$ cat config.mk
export PLATFORM = sky130hd
export DESIGN_NAME = button_edge_hold_repeat_tracker_unit_flat
export DESIGN_NICKNAME = d
export VERILOG_FILES = /design/src/hw/rtl/behrt_pkg.sv /design/src/hw/rtl/behrt_ifs.sv /design/src/hw/rtl/button_edge_hold_repeat_tracker_unit.sv /design/src/flat_wrapper.sv
export VERILOG_INCLUDE_DIRS = /design/src /design/src/hw/rtl
export SDC_FILE = /design/constraint.sdc
export NUM_CORES = 2
export LEC_CHECK = 0
export BUFFER_PORTS_ARGS = -buffer_cell sky130_fd_sc_hd__buf_2
export CORE_MARGIN = 10
export CORE_UTILIZATION = 24
export CTS_CLUSTER_SIZE = 30
export DETAILED_ROUTE_END_ITERATION = 16
export HOLD_SLACK_MARGIN = 0.08
export PLACE_DENSITY = 0.47
export SKIP_LAST_GASP = 1
export SYNTH_ARGS = -nofsm -noshare
export SYNTH_HDL_FRONTEND = slang
export SYNTH_SLANG_ARGS = --single-unit
$ cat constraint.sdc
create_clock -name clk -period 45.6 [get_ports clk]
set_clock_uncertainty 0.1 [all_clocks]
set_input_delay 4.56 -clock clk [delete_from_list [all_inputs] [get_ports clk]]
set_output_delay 4.56 -clock clk [all_outputs]
set_load 0.01 [all_outputs]
$ cat src/hw/rtl/button_edge_hold_repeat_tracker_unit_defines.svh
// Assertion macros shared by the tracker RTL.
`ifndef BUTTON_EDGE_HOLD_REPEAT_TRACKER_UNIT_DEFINES_SVH
`define BUTTON_EDGE_HOLD_REPEAT_TRACKER_UNIT_DEFINES_SVH

// Same-cycle implication, clocked on clk, off during reset.
`define BEHRT_ASSERT_NOW(lbl, ante, cons, msg) \
  lbl: assert property (@(posedge clk) disable iff (!rst_n) (ante) |-> (cons)) \
    else $error(msg);

// Next-cycle implication, clocked on clk, off during reset.
`define BEHRT_ASSERT_NEXT(lbl, ante, cons, msg) \
  lbl: assert property (@(posedge clk) disable iff (!rst_n) (ante) |=> (cons)) \
    else $error(msg);

`endif

$ cat src/hw/rtl/behrt_pkg.sv
// Shared types and constants of the button tracker.
package behrt_pkg;

  localparam int unsigned RAW_W     = 8;
  localparam int unsigned DT_W      = 10;
  localparam int unsigned HOLD_W    = 16;
  localparam int unsigned REL_W     = 32;
  localparam int unsigned ACC_W     = 10;
  localparam int unsigned CNT_W     = 32;
  localparam int unsigned BIDX_W    = 3;
  localparam int unsigned CODE_W    = 4;
  localparam int unsigned THR_W     = 16;
  localparam int unsigned PER_W     = 10;
  localparam int unsigned DLY_W     = 10;
  localparam int unsigned COMBO_W   = 40;
  localparam int unsigned COMBO_MAX = 16;   // nibbles addressable by the matcher
  localparam int unsigned WIN_W     = 12;   // holds 2*1023+5
  localparam int unsigned WIN_BASE  = 5;

  localparam int unsigned CFG_IDX_W  = 2;
  localparam int unsigned CFG_DATA_W = 40;

  localparam int unsigned NUM_BUTTONS_DEF   = 8;
  localparam int unsigned HISTORY_DEPTH_DEF = 10;

  localparam logic [THR_W-1:0] THR_RST = THR_W'(500);
  localparam logic [PER_W-1:0] PER_RST = PER_W'(100);
  localparam logic [DLY_W-1:0] DLY_RST = DLY_W'(150);

  typedef enum logic [CFG_IDX_W-1:0] {
    REG_HOLD_THRESHOLD = 2'd0,
    REG_REPEAT_PERIOD  = 2'd1,
    REG_REPEAT_DELAY   = 2'd2,
    REG_COMBO_CODE     = 2'd3
  } cfg_reg_t;

  typedef struct packed {
    logic [RAW_W-1:0] raw_buttons;
    logic [DT_W-1:0]  elapsed_ms;
    logic             orientation_down;
    logic             clear_request;
  } in_item_t;

  typedef struct packed {
    logic [BIDX_W-1:0] button_index;
    logic              is_down;
    logic              pressed_edge;
    logic              released_edge;
    logic              held_flag;
    logic              repeat_fire;
    logic [HOLD_W-1:0] down_time_ms;
    logic [REL_W-1:0]  up_time_ms;
    logic [CNT_W-1:0]  frame_count;
    logic              combo_match;
    logic              last_result;
  } out_item_t;

endpackage

$ cat src/hw/rtl/behrt_ifs.sv
// Valid/ready stream interfaces for tick items and button results.
interface behrt_in_if;
  import behrt_pkg::*;

  logic     valid;
  logic     ready;
  in_item_t data;

  modport source (output valid, output data, input ready);
  modport sink   (input valid, input data, output ready);
endinterface

interface behrt_out_if;
  import behrt_pkg::*;

  logic      valid;
  logic      ready;
  out_item_t data;

  modport source (output valid, output data, input ready);
  modport sink   (input valid, input data, output ready);
endinterface

$ cat src/hw/rtl/button_edge_hold_repeat_tracker_unit.sv
// Button edge, hold, auto-repeat and combo tracker, top level.
//
// Usage:
//   in_ch  (sink)   one item per tick: raw button mask, elapsed ms, orientation
//                   flag and clear request. Accepted when valid && ready.
//   out_ch (source) NUM_BUTTONS results per tick, button 0 first; the last one
//                   carries last_result = 1.
//   cfg_*           write-only registers: hold threshold, repeat period,
//                   repeat delay, combo code. Write only while the block idles.
// Timing: an accepted item waits in the input register until it commits, which
//   updates state, history and repeat window together; its results then leave
//   through the output register, one result per cycle while out_ch.ready is high.
// Sequencing: the result sequencer walks the buttons one per cycle while
//   out_ch.ready is high, NUM_BUTTONS results per tick. The input register
//   takes the next tick while results are still going out.
// Reset: timers, masks, counters cleared, history filled with the empty code,
//   registers back to 500/100/150/0. No clearing pass.
// Stall: when out_ch.ready is low the current result holds in the output
//   register, the sequencer pauses, and one more tick can wait in the input
//   register before in_ch.ready drops.
module button_edge_hold_repeat_tracker_unit #(
  parameter int unsigned NUM_BUTTONS   = behrt_pkg::NUM_BUTTONS_DEF,
  parameter int unsigned HISTORY_DEPTH = behrt_pkg::HISTORY_DEPTH_DEF
) (
  input  logic                              clk,
  input  logic                              rst_n,
  behrt_in_if.sink                          in_ch,
  behrt_out_if.source                       out_ch,
  input  logic                              cfg_we,
  input  logic [behrt_pkg::CFG_IDX_W-1:0]   cfg_index,
  input  logic [behrt_pkg::CFG_DATA_W-1:0]  cfg_wdata
);
  import behrt_pkg::*;

`include "button_edge_hold_repeat_tracker_unit_defines.svh"

  localparam int unsigned IDX_W  = $clog2(NUM_BUTTONS);
  localparam int unsigned HEAD_W = $clog2(HISTORY_DEPTH);
  localparam int unsigned RANK_W = $clog2(NUM_BUTTONS + 1);
  localparam int unsigned SUM_W  = $clog2(HISTORY_DEPTH + NUM_BUTTONS);
  localparam logic [IDX_W-1:0] LAST_IDX = IDX_W'(NUM_BUTTONS - 1);

  // ---------------- configuration registers
  logic [THR_W-1:0]   thr_r;
  logic [PER_W-1:0]   period_r;
  logic [DLY_W-1:0]   delay_r;
  logic [COMBO_W-1:0] combo_r;

  always_ff @(posedge clk) begin
    if (!rst_n) begin
      thr_r    <= THR_RST;
      period_r <= PER_RST;
      delay_r  <= DLY_RST;
      combo_r  <= '0;
    end else if (cfg_we) begin
      case (cfg_reg_t'(cfg_index))
        REG_HOLD_THRESHOLD: thr_r    <= cfg_wdata[THR_W-1:0];
        REG_REPEAT_PERIOD:  period_r <= cfg_wdata[PER_W-1:0];
        REG_REPEAT_DELAY:   delay_r  <= cfg_wdata[DLY_W-1:0];
        REG_COMBO_CODE:     combo_r  <= cfg_wdata[COMBO_W-1:0];
        default: ;
      endcase
    end
  end

  // ---------------- input register
  logic     in_valid_r;
  in_item_t in_data_r;
  logic     in_ready;
  logic     commit;

  assign in_ready    = !in_valid_r || commit;
  assign in_ch.ready = in_ready;

  always_ff @(posedge clk) begin
    if (!rst_n) begin
      in_valid_r <= 1'b0;
    end else if (in_ch.valid && in_ready) begin
      in_valid_r <= 1'b1;
    end else if (commit) begin
      in_valid_r <= 1'b0;
    end
  end

  always_ff @(posedge clk) begin
    if (in_ch.valid && in_ready) begin
      in_data_r <= in_ch.data;
    end
  end

  // ---------------- result sequencer control
  logic             busy_r;
  logic [IDX_W-1:0] emit_idx_r;
  logic             out_valid_r;
  out_item_t        out_data_r;
  logic             load;
  logic             last_load;

  assign load      = busy_r && (!out_valid_r || out_ch.ready);
  assign last_load = load && (emit_idx_r == LAST_IDX);
  // A tick commits once the previous tick's last result leaves the state.
  assign commit    = in_valid_r && (!busy_r || last_load);

  always_ff @(posedge clk) begin
    if (!rst_n) begin
      busy_r     <= 1'b0;
      emit_idx_r <= '0;
    end else if (commit) begin
      busy_r     <= 1'b1;
      emit_idx_r <= '0;
    end else if (load) begin
      busy_r     <= !last_load;
      emit_idx_r <= IDX_W'(emit_idx_r + 1'b1);
    end
  end

  // ---------------- tracker state
  logic [NUM_BUTTONS-1:0] down_r;
  logic [NUM_BUTTONS-1:0] prev_r;
  logic [NUM_BUTTONS-1:0] supp_r;
  logic                   clr_r;     // clear from the last committed tick
  logic [WIN_W-1:0]       window_r;
  logic [HOLD_W-1:0]      hold_r [NUM_BUTTONS];
  logic [REL_W-1:0]       rel_r  [NUM_BUTTONS];
  logic [ACC_W-1:0]       acc_r  [NUM_BUTTONS];
  logic [CNT_W-1:0]       cnt_r  [NUM_BUTTONS];
  logic [CODE_W-1:0]      hist_r [HISTORY_DEPTH];
  logic [HEAD_W-1:0]      head_r;

  logic [NUM_BUTTONS-1:0] down_nxt;
  logic [NUM_BUTTONS-1:0] prev_nxt;
  logic [NUM_BUTTONS-1:0] supp_nxt;
  logic [WIN_W-1:0]       window_nxt;
  logic [HOLD_W-1:0]      hold_nxt [NUM_BUTTONS];
  logic [REL_W-1:0]       rel_nxt  [NUM_BUTTONS];
  logic [ACC_W-1:0]       acc_nxt  [NUM_BUTTONS];
  logic [CNT_W-1:0]       cnt_nxt  [NUM_BUTTONS];
  logic [CODE_W-1:0]      hist_nxt [HISTORY_DEPTH];
  logic [HEAD_W-1:0]      head_nxt;

  logic [RAW_W-1:0]       raw_sw;
  logic [NUM_BUTTONS-1:0] raw_n;
  logic [NUM_BUTTONS-1:0] down_eff;
  logic [NUM_BUTTONS-1:0] supp_eff;
  logic [NUM_BUTTONS-1:0] press;
  logic [RANK_W-1:0]      rank [NUM_BUTTONS];
  logic [RANK_W-1:0]      total;
  logic [HEAD_W-1:0]      pos  [NUM_BUTTONS];
  logic [HOLD_W:0]        hold_sum [NUM_BUTTONS];
  logic [REL_W:0]         rel_sum  [NUM_BUTTONS];
  logic [ACC_W:0]         acc_sum  [NUM_BUTTONS];
  logic [WIN_W-1:0]       win_base;

  // Flipped screen: A<->B, start<->select, up<->down, right<->left.
  function automatic logic [RAW_W-1:0] flip_pairs(input logic [RAW_W-1:0] m);
    return {m[5], m[4], m[7], m[6], m[2], m[3], m[0], m[1]};
  endfunction

  // Ring wrap of a small sum: constant lookup table.
  function automatic logic [HEAD_W-1:0] ring_wrap(input logic [SUM_W-1:0] x);
    logic [HEAD_W-1:0] r;
    r = '0;
    for (int j = 0; j < (1 << SUM_W); j++) begin
      if (x == SUM_W'(j)) r = HEAD_W'(j % HISTORY_DEPTH);
    end
    return r;
  endfunction

  always_comb begin
    raw_sw   = in_data_r.orientation_down ? flip_pairs(in_data_r.raw_buttons)
                                          : in_data_r.raw_buttons;
    raw_n    = NUM_BUTTONS'(raw_sw);     // buttons past the raw mask read up
    // pending clear from the previous tick lands here
    down_eff = clr_r ? '0 : down_r;
    supp_eff = clr_r ? '1 : supp_r;
    supp_nxt = raw_n & supp_eff;
    down_nxt = raw_n & ~supp_eff;
    prev_nxt = down_eff;
    press    = down_nxt & ~down_eff;

    for (int i = 0; i < NUM_BUTTONS; i++) begin
      hold_sum[i] = {1'b0, hold_r[i]} + (HOLD_W+1)'(in_data_r.elapsed_ms);
      rel_sum[i]  = {1'b0, rel_r[i]} + (REL_W+1)'(in_data_r.elapsed_ms);
      acc_sum[i]  = {1'b0, acc_r[i]} + (ACC_W+1)'(in_data_r.elapsed_ms);
      if (down_nxt[i]) begin
        hold_nxt[i] = hold_sum[i][HOLD_W] ? '1 : hold_sum[i][HOLD_W-1:0];
        rel_nxt[i]  = '0;
        acc_nxt[i]  = (acc_sum[i] >= (ACC_W+1)'(period_r)) ? '0 : acc_sum[i][ACC_W-1:0];
        cnt_nxt[i]  = cnt_r[i] + 1'b1;
      end else begin
        hold_nxt[i] = '0;
        rel_nxt[i]  = rel_sum[i][REL_W] ? '1 : rel_sum[i][REL_W-1:0];
        acc_nxt[i]  = '0;
        cnt_nxt[i]  = '0;
      end
    end

    // press order = button order; each press takes the next ring slot
    total = '0;
    for (int i = 0; i < NUM_BUTTONS; i++) begin
      rank[i] = '0;
      for (int j = 0; j < NUM_BUTTONS; j++) begin
        if (j < i && press[j]) rank[i] = rank[i] + 1'b1;
      end
      if (press[i]) total = total + 1'b1;
      pos[i] = ring_wrap(SUM_W'(head_r) + SUM_W'(rank[i]));
    end
    for (int s = 0; s < HISTORY_DEPTH; s++) begin
      hist_nxt[s] = hist_r[s];
      for (int i = 0; i < NUM_BUTTONS; i++) begin
        if (press[i] && pos[i] == HEAD_W'(s)) hist_nxt[s] = CODE_W'(i);
      end
    end
    head_nxt = ring_wrap(SUM_W'(head_r) + SUM_W'(total));

    win_base   = WIN_W'({in_data_r.elapsed_ms, 1'b0}) + WIN_W'(WIN_BASE);
    window_nxt = (win_base < WIN_W'(delay_r)) ? WIN_W'(delay_r) : win_base;
  end

  always_ff @(posedge clk) begin
    if (!rst_n) begin
      down_r   <= '0;
      prev_r   <= '0;
      supp_r   <= '0;
      clr_r    <= 1'b0;
      window_r <= '0;
      head_r   <= '0;
      for (int i = 0; i < NUM_BUTTONS; i++) begin
        hold_r[i] <= '0;
        rel_r[i]  <= '0;
        acc_r[i]  <= '0;
        cnt_r[i]  <= '0;
      end
      for (int s = 0; s < HISTORY_DEPTH; s++) begin
        hist_r[s] <= CODE_W'(NUM_BUTTONS);
      end
    end else if (commit) begin
      down_r   <= down_nxt;
      prev_r   <= prev_nxt;
      supp_r   <= supp_nxt;
      clr_r    <= in_data_r.clear_request;
      window_r <= window_nxt;
      head_r   <= head_nxt;
      for (int i = 0; i < NUM_BUTTONS; i++) begin
        hold_r[i] <= hold_nxt[i];
        rel_r[i]  <= rel_nxt[i];
        acc_r[i]  <= acc_nxt[i];
        cnt_r[i]  <= cnt_nxt[i];
      end
      for (int s = 0; s < HISTORY_DEPTH; s++) begin
        hist_r[s] <= hist_nxt[s];
      end
    end
  end

  // ---------------- combo match over the ring, oldest entry first
  logic [CODE_W*COMBO_MAX-1:0] combo_ext;
  logic [HEAD_W:0]             ring_sum;
  logic                        match;

  always_comb begin
    combo_ext = (CODE_W*COMBO_MAX)'(combo_r);
    match     = 1'b1;
    ring_sum  = '0;
    for (int k = 0; k < HISTORY_DEPTH; k++) begin
      ring_sum = {1'b0, head_r} + (HEAD_W+1)'(k);
      if (ring_sum >= (HEAD_W+1)'(HISTORY_DEPTH)) begin
        ring_sum = ring_sum - (HEAD_W+1)'(HISTORY_DEPTH);
      end
      if (hist_r[ring_sum[HEAD_W-1:0]] != combo_ext[CODE_W*k +: CODE_W]) match = 1'b0;
    end
  end

  // ---------------- per-button result
  out_item_t out_nxt;
  logic      cur_d;
  logic      cur_p;

  always_comb begin
    cur_d = down_r[emit_idx_r];
    cur_p = prev_r[emit_idx_r];
    out_nxt.button_index  = emit_idx_r[BIDX_W-1:0];
    out_nxt.is_down       = cur_d;
    out_nxt.pressed_edge  = cur_d && !cur_p;
    out_nxt.released_edge = !cur_d && cur_p;
    out_nxt.held_flag     = cur_d && (hold_r[emit_idx_r] >= thr_r);
    if (!cur_d) begin
      out_nxt.repeat_fire = 1'b0;
    end else if (hold_r[emit_idx_r] < HOLD_W'(window_r)) begin
      out_nxt.repeat_fire = !cur_p;    // early in the press: fire on the edge only
    end else begin
      out_nxt.repeat_fire = (acc_r[emit_idx_r] == '0);
    end
    out_nxt.down_time_ms  = hold_r[emit_idx_r];
    out_nxt.up_time_ms    = rel_r[emit_idx_r];
    out_nxt.frame_count   = cnt_r[emit_idx_r];
    out_nxt.combo_match   = match;
    out_nxt.last_result   = (emit_idx_r == LAST_IDX);
  end

  // ---------------- output register
  always_ff @(posedge clk) begin
    if (!rst_n) begin
      out_valid_r <= 1'b0;
    end else if (load) begin
      out_valid_r <= 1'b1;
    end else if (out_ch.ready) begin
      out_valid_r <= 1'b0;
    end
  end

  always_ff @(posedge clk) begin
    if (load) begin
      out_data_r <= out_nxt;
    end
  end

  assign out_ch.valid = out_valid_r;
  assign out_ch.data  = out_data_r;

  // ---------------- assertions
  `BEHRT_ASSERT_NEXT(a_commit_starts_walk, commit, busy_r && (emit_idx_r == '0), "walk did not restart on commit")
  `BEHRT_ASSERT_NEXT(a_walk_steps, load && !last_load, busy_r && (emit_idx_r == IDX_W'($past(emit_idx_r) + 1'b1)), "result walk skipped a button")
  `BEHRT_ASSERT_NOW(a_head_in_ring, 1'b1, int'(head_r) < HISTORY_DEPTH, "history head out of ring")
  `BEHRT_ASSERT_NEXT(a_pending_tick_holds, in_valid_r && !commit, in_valid_r && $stable(in_data_r), "pending tick lost")

endmodule

$ cat src/flat_wrapper.sv
// flat-port wrapper written by rule: the top's interface ports become plain ports
module button_edge_hold_repeat_tracker_unit_flat import behrt_pkg::*;
#(
  parameter int unsigned NUM_BUTTONS   = behrt_pkg::NUM_BUTTONS_DEF,
  parameter int unsigned HISTORY_DEPTH = behrt_pkg::HISTORY_DEPTH_DEF
)
  (clk, rst_n, cfg_we, cfg_index, cfg_wdata, in_ch_valid, in_ch_data, in_ch_ready, out_ch_valid, out_ch_data, out_ch_ready);
  behrt_in_if in_ch_i ();
  behrt_out_if out_ch_i ();
  input  logic clk;
  input  logic rst_n;
  input  logic cfg_we;
  input  logic [behrt_pkg::CFG_IDX_W-1:0] cfg_index;
  input  logic [behrt_pkg::CFG_DATA_W-1:0] cfg_wdata;
  input wire logic [$bits(in_ch_i.valid)-1:0] in_ch_valid;
  input wire logic [$bits(in_ch_i.data)-1:0] in_ch_data;
  output wire logic [$bits(in_ch_i.ready)-1:0] in_ch_ready;
  output wire logic [$bits(out_ch_i.valid)-1:0] out_ch_valid;
  output wire logic [$bits(out_ch_i.data)-1:0] out_ch_data;
  input wire logic [$bits(out_ch_i.ready)-1:0] out_ch_ready;
  assign in_ch_i.valid = in_ch_valid;
  assign in_ch_i.data = in_ch_data;
  assign in_ch_ready = in_ch_i.ready;
  assign out_ch_valid = out_ch_i.valid;
  assign out_ch_data = out_ch_i.data;
  assign out_ch_i.ready = out_ch_ready;
  button_edge_hold_repeat_tracker_unit #(.NUM_BUTTONS(NUM_BUTTONS), .HISTORY_DEPTH(HISTORY_DEPTH)) u_core (.clk(clk), .rst_n(rst_n), .in_ch(in_ch_i), .out_ch(out_ch_i), .cfg_we(cfg_we), .cfg_index(cfg_index), .cfg_wdata(cfg_wdata));
endmodule
Word level (Yosys, flattened, before mapping) --
Memory sizes are Yosys's and may differ from the RTL's. A register that Yosys moved wholly into a read port is not among the register bits. Cells that the tools add are included.
Word-level totals: flip-flop bits (word level) 169, RAM bits 760, output and inout port bits 92, word-level logic and storage cells 1137, memories kept 5
Memory list:
- u_core.cnt_r | words 8, width 32, read ports 9, clocked after Yosys merged registers in 1, write ports 8, RTL line button_edge_hold_repeat_tracker_unit.sv:126 | logic [CNT_W-1:0] cnt_r [NUM_BUTTONS];
- u_core.rel_r | words 8, width 32, read ports 9, clocked after Yosys merged registers in 1, write ports 8, RTL line button_edge_hold_repeat_tracker_unit.sv:124 | logic [REL_W-1:0] rel_r [NUM_BUTTONS];
- u_core.hold_r | words 8, width 16, read ports 9, clocked after Yosys merged registers in 1, write ports 8, RTL line button_edge_hold_repeat_tracker_unit.sv:123 | logic [HOLD_W-1:0] hold_r [NUM_BUTTONS];
- u_core.acc_r | words 8, width 10, read ports 9, clocked after Yosys merged registers in 1, write ports 8, RTL line button_edge_hold_repeat_tracker_unit.sv:125 | logic [ACC_W-1:0] acc_r [NUM_BUTTONS];
- u_core.hist_r | words 10, width 4, read ports 10, clocked after Yosys merged registers in 0, write ports 10, RTL line button_edge_hold_repeat_tracker_unit.sv:127 | logic [CODE_W-1:0] hist_r [HISTORY_DEPTH];
Cells by class: $add $sub $neg 68, $lt $le $gt $ge 22, eq/ne operators 359, mux-type cells 483, bitwise operators 48, reductions and logical operators 125
Operator list (count):
- $mux W32 | 40
- $mux W4 | 307
- $eq A5 B5 Y1 const B | 128
- $mux W16 | 24
- $eq A5 B4 Y1 const B | 64
- $add A32 B10 Y33 | 8
- $add A32 B1 Y32 const B | 8
- $mux W10 | 24
- $eq A5 B3 Y1 const B | 32
- $eq A4 B3 Y1 const B | 36
- $add A16 B10 Y17 | 8
- $mux W3 | 40
- $eq A4 B4 Y1 const B | 24
- $add A10 B10 Y11 | 8
- $ge A11 B10 Y1 | 8
- $logic_and A1 B1 Y1 | 87
- $eq A5 B2 Y1 const B | 16
- $ne A8 B8 Y1 const B | 10
- $eq A4 B2 Y1 const B | 18
- $ge A5 B4 Y1 const B | 9
- $or A1 B1 Y1 | 42
- $eq A5 B1 Y1 const B | 8
- $ne A4 B4 Y1 | 10
- $sub A4 B4 Y4 const B | 10
- 36 further kinds | 136

Depth between registers and ports, before layout --
depth in word-level cells 55, gate-level depth with buffers 27, gate-level depth less buffers 26

Worst setup path after synthesis --
No wires, ideal clock.
path kind input to register, start input out_ch_ready, end memory u_core.acc_r[0][0] (enable), arrival time 24.918 ns, data required time 44.130 ns, setup slack 19.211 ns, stages 7, buffers on the path 2, cells stage by stage nand2b_1 > a21oi_1 > nand2b_1 > and2_1 > clkbuf_1 > inv_1 > clkbuf_1
RTL lines:
- from (decl) | RTL line flat_wrapper.sv:20 | input wire logic [$bits(out_ch_i.ready)-1:0] out_ch_ready;
- to (decl) | RTL line button_edge_hold_repeat_tracker_unit.sv:125

Worst setup path in the final report --
start input out_ch_ready, end output in_ch_ready
On the way: longest elaborated chain between the ends 6
Ends and longest elaborated chain:
- $logic_or A1 B1 Y1 | RTL line button_edge_hold_repeat_tracker_unit.sv:99 | assign load = busy_r && (!out_valid_r || out_ch.ready);
- $logic_and A1 B1 Y1 | RTL line button_edge_hold_repeat_tracker_unit.sv:99
- $logic_and A1 B1 Y1 | RTL line button_edge_hold_repeat_tracker_unit.sv:100 | assign last_load = load && (emit_idx_r == LAST_IDX);
- $logic_or A1 B1 Y1 | RTL line button_edge_hold_repeat_tracker_unit.sv:102 | assign commit = in_valid_r && (!busy_r || last_load);
- $logic_and A1 B1 Y1 | RTL line button_edge_hold_repeat_tracker_unit.sv:102
- $logic_or A1 B1 Y1 | RTL line button_edge_hold_repeat_tracker_unit.sv:72 | assign in_ready = !in_valid_r || commit;
- to (decl) | RTL line flat_wrapper.sv:17 | output wire logic [$bits(in_ch_i.ready)-1:0] in_ch_ready;
No other way between the ends.

==> metrics.cfg <==
[cts]
cts_max_path_buffers = 3
post_cts_resized = 0
cts_tree = done
numCtsBuffers = 121
cts_num_sinks = 996
clockRootBuffer = clkbuf_16
worstSkewPairLatency_ps = 780
holdBufCountCts = 0
path_clk_slew_ps = 60
postCtsSetupBuffers = 0
htree_levels = 3

[place]
postPlaceCellArea_sq_um = 72700
place_congestion = 0.861
pre_cts_slack_ps = 35040
port_buffers = 158
dp_hpwl_mm = 149

[logic_synthesis]
yosysSeqAreaShare_pct = 42.2
async_flop_share_pct = 0
synth-edff-count = 861
syn_inst = 6495
avgSynthCellArea_sq_um = 10.4
ys.flop_type = edfxtp_1
synth_fp_nets = 7018
ys_types = 84
yosys_warnings = 0
synth-seq-cells = 996
syn_area_sq_um = 67600

[setup_path]
r2r-end = u_core.hist_r[6][1]$_DFFE_PP_
r2r-start = u_core.in_data_r[1]$_DFFE_PP_
criticalPathCategory = primary input to output pin
required_ps = 40940
crit_fanout = 5
rr_worst_depth = 22
crit_arrival_ps = 5860
critPathLaunchType = primary input
worstSetupEndpointType = output pin
r2r_slack_ps = 37930

[power_and_ir_drop]
p_switching_mw = 1.08
p_int_mw = 2.01
power_density_nw_per_um2 = 40.4
p_clk_share_pct = 31.3
p_sw_share_pct = 35.0
vdd_ir_drop_max_mv = 0.0309
power.share.sequential_pct = 36.7
cellLeakagePower_nw = 28.3
combPwrFrac_pct = 32.1

[drt]
vias = 51000
wl_mm = 207
dr.pass1.iters = 5
final_antenna_net_count = 0
drc = 0
drt-initial-drc-count = 3647
avgViaCountPerCell = 4.89
avgRoutedWirePerCell_microns = 19.9

[timing]
setup_slack_ps = 35080
worst_pin_slew_ps = 1340
final.setup.tns_ps = 0
min_period_over_period_pct = 23.1
fin_crit_ps = 10520
setup_viol = 0
hold_viol_final = 0
fmax_ghz = 0.0951
slew_headroom_pct = 8.07
maxSlewViolCount = 0
worst_hold_slack_ps = 371
rsz0062_at_grt = false

[cells_and_area]
final_common_cell = edfxtp_1
fin_area_sq_um = 76700
layout.nets = 7116
area_growth_pct = 13.4
final_util_pct = 27.4
final_cell_mix = edfxtp_1 (861), a21oi_1 (599), nand2_1 (550)
drive_gt1_share_pct = 11.3

[floorplan]
fp-row-count = 194
die_y_microns = 551
coreArea_sq_um = 280000
ios = 159
dieArea_sq_um = 303000
die_w_microns = 551
initial_utilization_pct = 24.2

[worst_hold_path]
min_from = u_core.window_r[11]$_SDFFE_PN0P_
min_path_cells = 2
min_to = u_core.window_r[11]$_SDFFE_PN0P_
hold_class = flip-flop to flip-flop

[run_status]
outcome = finished clean

[global_route]
grt_use_total_pct = 13.1
grt_pass1_vias = 50400
grt_max_degree = 170
grt_overflow = 0
antenna_found_initial = 11
grt_pass1_wl_mm = 313

[run]
maxCapViolCount = 0

[area by class of cell]
type,instances,area [sq um]
inverter,288,1090
clock buffer,156,3300
clock inverter,73,603
fill,29200,203000
multi-input combinational,4955,37000
tap,3724,4660
sequential,996,28600
timing repair buffer,231,1380
antenna,5,12.5
[metal layers]
layer,routed length (microns),GRT usage (%)
met5,0,0
met4,8200,5.01
met3,8810,1.54
met2,95300,21.4
met1,94800,17.7
[worst max-delay path by stage]
stage	end	startpoint	slack (ps)
3_5_place_dp	in_ch_ready	out_ch_ready	35040
6_report	in_ch_ready	out_ch_ready	35080
2_1_floorplan	u_core.acc_r[0][0]$_SDFFCE_PP0P_	out_ch_ready	19210
4_1_cts	in_ch_ready	out_ch_ready	35050
5_1_grt	in_ch_ready	out_ch_ready	35040
3_3_place_gp	in_ch_ready	out_ch_ready	35040
[critical path, cell delays in order]
cell      delay (ps)
buf_2            170
nand2b_1         200
a21oi_1          400
nand2_1          270
buf_2            240
[stage by stage]
step	instances	power, mW
floorplan	6495	1.90
finish	10400	3.10
CTS	10400	3.12
global route	10400	3.27
global placement	10200	2.12
detailed placement	10200	2.14
[state kept, by name, summed over array words and instances (netlist names), 10 cells and up, named ones only]
name	cells
u_core.rel_r	256
u_core.delay_r	10
u_core.window_r	12
u_core.hist_r	40
u_core.hold_r	128
u_core.thr_r	16
u_core.in_data_r	20
u_core.acc_r	80
u_core.combo_r	40
u_core.out_ch.data	90
u_core.period_r	10
u_core.cnt_r	256
[cells in the mapped netlist (103+ instances only)]
cell type  instances  area (sq um)
inv_1            286          1070
mux2i_1          136          1360
a21o_1           131           983
clkbuf_1         199           747
a21oi_1          599          3000
ha_1             425          5320
dfxtp_1          135          2700
xor2_1           345          3020
mux2_2           103          1160
edfxtp_1         861         25900
nor2_1           501          1880
nand2_1          553          2080
xnor2_1          305          2670
nand3_1          219          1100
and3_1           142           888
o21ai_0          170           851
mux4_2           180          4050
[logic make-up (layout without fill, tap and decap cells)]
group                      count (synthesis)  count (layout)  synth area share (%)
xor gates and xnor gates                 654             654                  8.52
and+or+nand+nor                         1997            1997                  14.5
other                                      1               6               0.00555
adders and majority gates                456             456                  8.78
AOI/OAI and AO/OA                       1427            1427                  13.2
muxes                                    420             420                  9.74
buffers and inverters                    544             748                  3.05
DFF                                      996             996                  42.2
[power by group through the flow]
stage	Clock, mW	Combinational [mW]	Sequential [mW]
2_1_floorplan	0	0.729	1.17
3_3_place_gp	0	0.964	1.15
3_5_place_dp	0	0.984	1.15
4_1_cts	0.998	0.990	1.13
5_1_grt	1.03	1.10	1.14
6_report	0.968	0.992	1.14
No activity file was read; power rests on OpenSTA's default activity.
